==> src/rtl/core/phfc_ram.sv <==
// Generic RAM: one write port, two registered read ports.
module phfc_ram #(
  parameter int WIDTH = 64,
  parameter int DEPTH = 32
) (
  input  logic                     clk,
  input  logic                     wr_en,
  input  logic [$clog2(DEPTH)-1:0] wr_addr,
  input  logic [WIDTH-1:0]         wr_data,
  input  logic                     rd_en,
  input  logic [$clog2(DEPTH)-1:0] rd_addr_a,
  output logic [WIDTH-1:0]         rd_data_a,
  input  logic [$clog2(DEPTH)-1:0] rd_addr_b,
  output logic [WIDTH-1:0]         rd_data_b
);

  logic [WIDTH-1:0] mem [DEPTH];

  always_ff @(posedge clk) begin
    if (wr_en) begin
      mem[wr_addr] <= wr_data;
    end
    if (rd_en) begin
      rd_data_a <= mem[rd_addr_a];
      rd_data_b <= mem[rd_addr_b];
    end
  end

endmodule

==> config.mk <==
export PLATFORM = sky130hd
export DESIGN_NAME = phfc_ram
export DESIGN_NICKNAME = d
export VERILOG_FILES = /design/src/rtl/core/phfc_ram.sv
export SDC_FILE = /design/constraint.sdc
export NUM_CORES = 2
export LEC_CHECK = 0
export BUFFER_PORTS_ARGS = -buffer_cell sky130_fd_sc_hd__clkbuf_2
export CORE_UTILIZATION = 33
export CTS_CLUSTER_DIAMETER = 80
export DETAILED_ROUTE_END_ITERATION = 10
export PLACE_DENSITY_LB_ADDON = 0.2
export SYNTH_ARGS = -nofsm -noshare
export SYNTH_HDL_FRONTEND = slang
export SYNTH_SLANG_ARGS = --single-unit
==> constraint.sdc <==
create_clock -name clk -period 4.1 [get_ports clk]
set_input_delay 0.615 -clock clk [delete_from_list [all_inputs] [get_ports clk]]
set_output_delay 0.615 -clock clk [all_outputs]
set_load 0.02 [all_outputs]
# Word level (Yosys, flattened, before mapping)
# Memories as Yosys holds them, arrays and structs flattened. A register that Yosys moved wholly into a read port is not among the register bits.
# Cells that the tools add are included.
# Widths: inputs -> output; s select.
[op_classes]
muxes = 2
[ops]
columns = ["operator", "count"]
rows = [
  ["$mux 1", 2],
]
[word_totals]
mem_count = 1
out_inout_bits = 128
ram_bits = 2048
ff_bits = 0
inputBits = 82
[memory_table]
columns = ["memory", "words", "word_bits", "read_ports", "rd_clocked_by_memory_dff", "write_ports", "line_no", "text"]
rows = [
  ["mem", 32, 64, 2, 2, 1, "17", "logic [WIDTH-1:0] mem [DEPTH];"],
]

# Longest topological paths before layout
[logic_depth]
ltp_word = 2
ltp_mapped = 9
mapped_depth_nobuf = 5

# Worst setup path before layout
# No wires, ideal clock.
[synth_timing]
path_kind = "input -> register"
startpoint = "in wr_addr[1]"
endpoint = "mem mem[12][0] (enable)"
t_required_ns = 3.614
stages = 3
arrival_ns = 3.951
setup_slack_ns = -0.337
setup_ns = 0.486
path_cell_list = "or3b_2 > clkbuf_1 > nor2_1"
[synth_lines]
columns = ["element", "line_no", "text"]
rows = [
  ["start: declaration", "8", "input logic [$clog2(DEPTH)-1:0] wr_addr,"],
  ["end: declaration", "17", ""],
]
# Straight into the memory's write port.

# Worst setup path in the final report
[layout_timing]
startpoint = "reg rd_data_b[59], read port of mem"
endpoint = "out rd_data_b[59]"
[layout_lines]
columns = ["element", "line_no", "text"]
rows = [
  ["start: declaration", "14", "output logic [WIDTH-1:0] rd_data_b"],
]
# No word-level cell between the ends.

==> flow_summary.ini <==
[synthesis]
ys_warn_count = 0
syn_inst = 4441
synth-seq-cells = 2176
avgSynthCellArea_um2 = 22.1
synthesis.nets = 4523
synth-seq-area-share_pct = 66.7
postSynth.asyncResetShare_pct = 0
synth-edff-count = 2176
synth_flop_cell = edfxtp_1
syn-cell-area_um2 = 97900
ys_types = 38

[outcome]
status = completed

[worst_hold_path]
holdCritPathClass = primary input to flop
min_path_cells = 1
hp-start = rd_en
whs_endpoint = rd_data_a[32]

[sta]
rsz0062_at_grt = no
hold_ws_ns = 0.216
fmax_ghz = 0.427
setup_viol = 0
setup_tns_ns = 0
finalHoldViolCount = 0
finalCritPeriodShare_pct = 57.1
slew_headroom_pct = 22.0
period_minus_slack_ns = 2.34
maxSlewViolCount = 0
tightest_slew_ns = 1.17
skew_ns = 0.0607

[global_route]
first_global_vias = 54800
grt_max_degree = 65
antenna_found_initial = 31
grt_first_pass_wirelength_mm = 453
grt.total_usage_pct = 21.6
grt.overflow.total = 0

[layout]
fin_area_um2 = 114000
fin_util_pct = 38.5
drive_above_1_share_pct = 39.1
fin_nets = 4930
area_growth_pct = 15.9

[detailed_routing]
first_pass_iters = 5
drtIter0Drc = 5818
totalWireLength_mm = 327
routed_via_density = 5.87
num_vias = 52500
drc = 0
avgRoutedWirePerCell_um = 36.5
ant_nets = 0

[run]
max_cap_viol_count = 0

[place]
gp_congestion = 0.786
io_buffers = 209
hpwl_mm = 188
place_area_um2 = 106000

[power_and_ir_drop]
p_total_mw = 49.7
seq_power_share_pct = 50.6
power_frac_clock_pct = 41.0
internal-power_mw = 38.2
pwr-share-comb_pct = 8.4
powerDensity_nw_per_um2 = 437
switching_share_pct = 23.1
power.switching_mw = 11.5
p_leak_nw = 36.0
irDropWorstVdd_uv = 358

[critical_path]
cp.arrival_ns = 1.73
timing.critical_path.depth = 1
startpoint_type = flop
criticalPathCategory = flop to primary output
crit_chain = clkbuf_2
r2r_setup_slack_ns = 2.19
timing.rr.end = rd_data_b[55]
reg2reg_from = mem[17][55]
cp.required_ns = 3.48
crit_start = rd_data_b[59]
cp.buffers_inverters = 1
path_max_fanout = 1
crit_path_end_kind = primary output
crit_family = flip-flops
max_stage_delay_ns = 0.57
slowest_stage = edfxtp_1
rr_worst_depth = 5

[clock_network]
cts_buffers = 236
cts_setup_buffers = 0
cts_max_level = 4
clkTransAtPathRegs_ns = 0.07
clock_latency_ns = 0.90
cts_tree = done
root_buffer = clkbuf_16
cts-resized-gates = 0
clock_sinks = 2176
clk_path_buf_depth = 4
ctsHoldBuffers = 0

[floorplanning]
placementRows = 199
design.die.area_um2 = 299000
ioPinCount = 210
coreArea_um2 = 295000
die_x_um = 547
start_util_pct = 33.3
fp.dieH_um = 547
==> power groups by stage <==
stage	Combinational, mW	Sequential [mW]	Clock (mW)
after global placement	4.21	25.6	0
after floorplan	2.36	25.6	0
final	4.18	25.1	20.4
after global routing	4.41	25.2	21.5
after CTS	4.23	25.2	20.8
after detailed placement	4.23	25.6	0
==> synthesized netlist by cell type, types with 3 or more instances <==
cell type,number,area [um2]
a32oi_1,4,35.0
nand2_1,87,327
buf_2,129,646
a22o_1,33,289
edfxtp_1,2176,65300
a211o_1,4,35.0
mux4_2,1039,23400
o21a_1,22,165
a21oi_1,4,20.0
o41ai_1,4,35.0
and3_1,4,25.0
buf_6,10,113
a221oi_1,93,815
a211oi_1,6,45.0
a22oi_1,18,135
nand2b_1,4,25.0
o221ai_1,4,35.0
a2111oi_0,4,35.0
nor4_1,4,25.0
nor2b_1,19,119
and2_1,4,25.0
o22ai_1,38,238
a32o_1,38,380
buf_1,41,154
clkbuf_1,92,345
nor2_1,46,173
a21o_1,4,30.0
or3b_2,3,26.3
nand3b_1,5,37.5
mux2i_1,362,3620
mux2_2,56,631
buf_4,75,563
==> layer usage <==
metal  track usage [%]  vias up  wire (um)
met5                 0        -         68
met4              4.88       10       7400
met1              30.2    29300     138000
li1                  -    20600          -
met3              3.51      420      22000
met2              35.6     2187     159000
==> metrics by stage <==
step / setup slack, ns / std cells
finish: 1.76 / 8946
global route: 1.66 / 8942
CTS: 1.65 / 8941
detailed placement: 0.887 / 8529
global placement: 0.830 / 8529
floorplan: -0.337 / 4441
==> cell type report <==
type,instances,area (um2)
tap,3919,4900
timing repair buffer,516,5020
antenna,5,12.5
fill,26300,181000
multi-input combinational,1917,31100
clock inverter,127,1040
clock buffer,285,6110
sequential,2176,65300
inverter,1,11.3
==> layout by cell type, fill, tap and decap left out, types with 18 or more instances in the layout <==
cell,netlist,routed
clkinv_2,0,38
edfxtp_1,2176,2176
a22o_1,33,33
clkbuf_1,92,48
a22oi_1,18,18
mux2_2,56,56
mux2i_1,362,362
buf_4,75,183
clkbuf_16,0,237
a221oi_1,93,93
a32o_1,38,38
o22ai_1,38,38
nor2_4,0,35
mux4_2,1039,1039
clkbuf_2,0,198
nand2_1,87,87
buf_12,0,127
o21a_1,22,22
clkinv_1,1,60
==> kinds of logic (layout without fill, tap and decap cells) <==
group | after synthesis | after routing | synth area share [%]
compound gates | 276 | 276 | 2.34
buf+inv | 348 | 929 | 1.86
other cells | 0 | 5 | 0
simple gates | 184 | 184 | 0.846
mux | 1457 | 1457 | 28.2
flops | 2176 | 2176 | 66.7
==> flip-flops by register name, summed over array words and instances (netlist names) <==
name and cells:
rd_data_b 64, rd_data_a 64, mem 2048
==> worst max path at each step <==
stage	to	slack, ns
finish	rd_data_b[59]	1.76
global route	rd_data_b[55]	1.66
CTS	rd_data_b[27]	1.65
detailed placement	rd_data_b[55]	0.89
global placement	rd_data_b[55]	0.83
floorplan	mem[12][0]	-0.34
(Power assumes the default switching activity.)
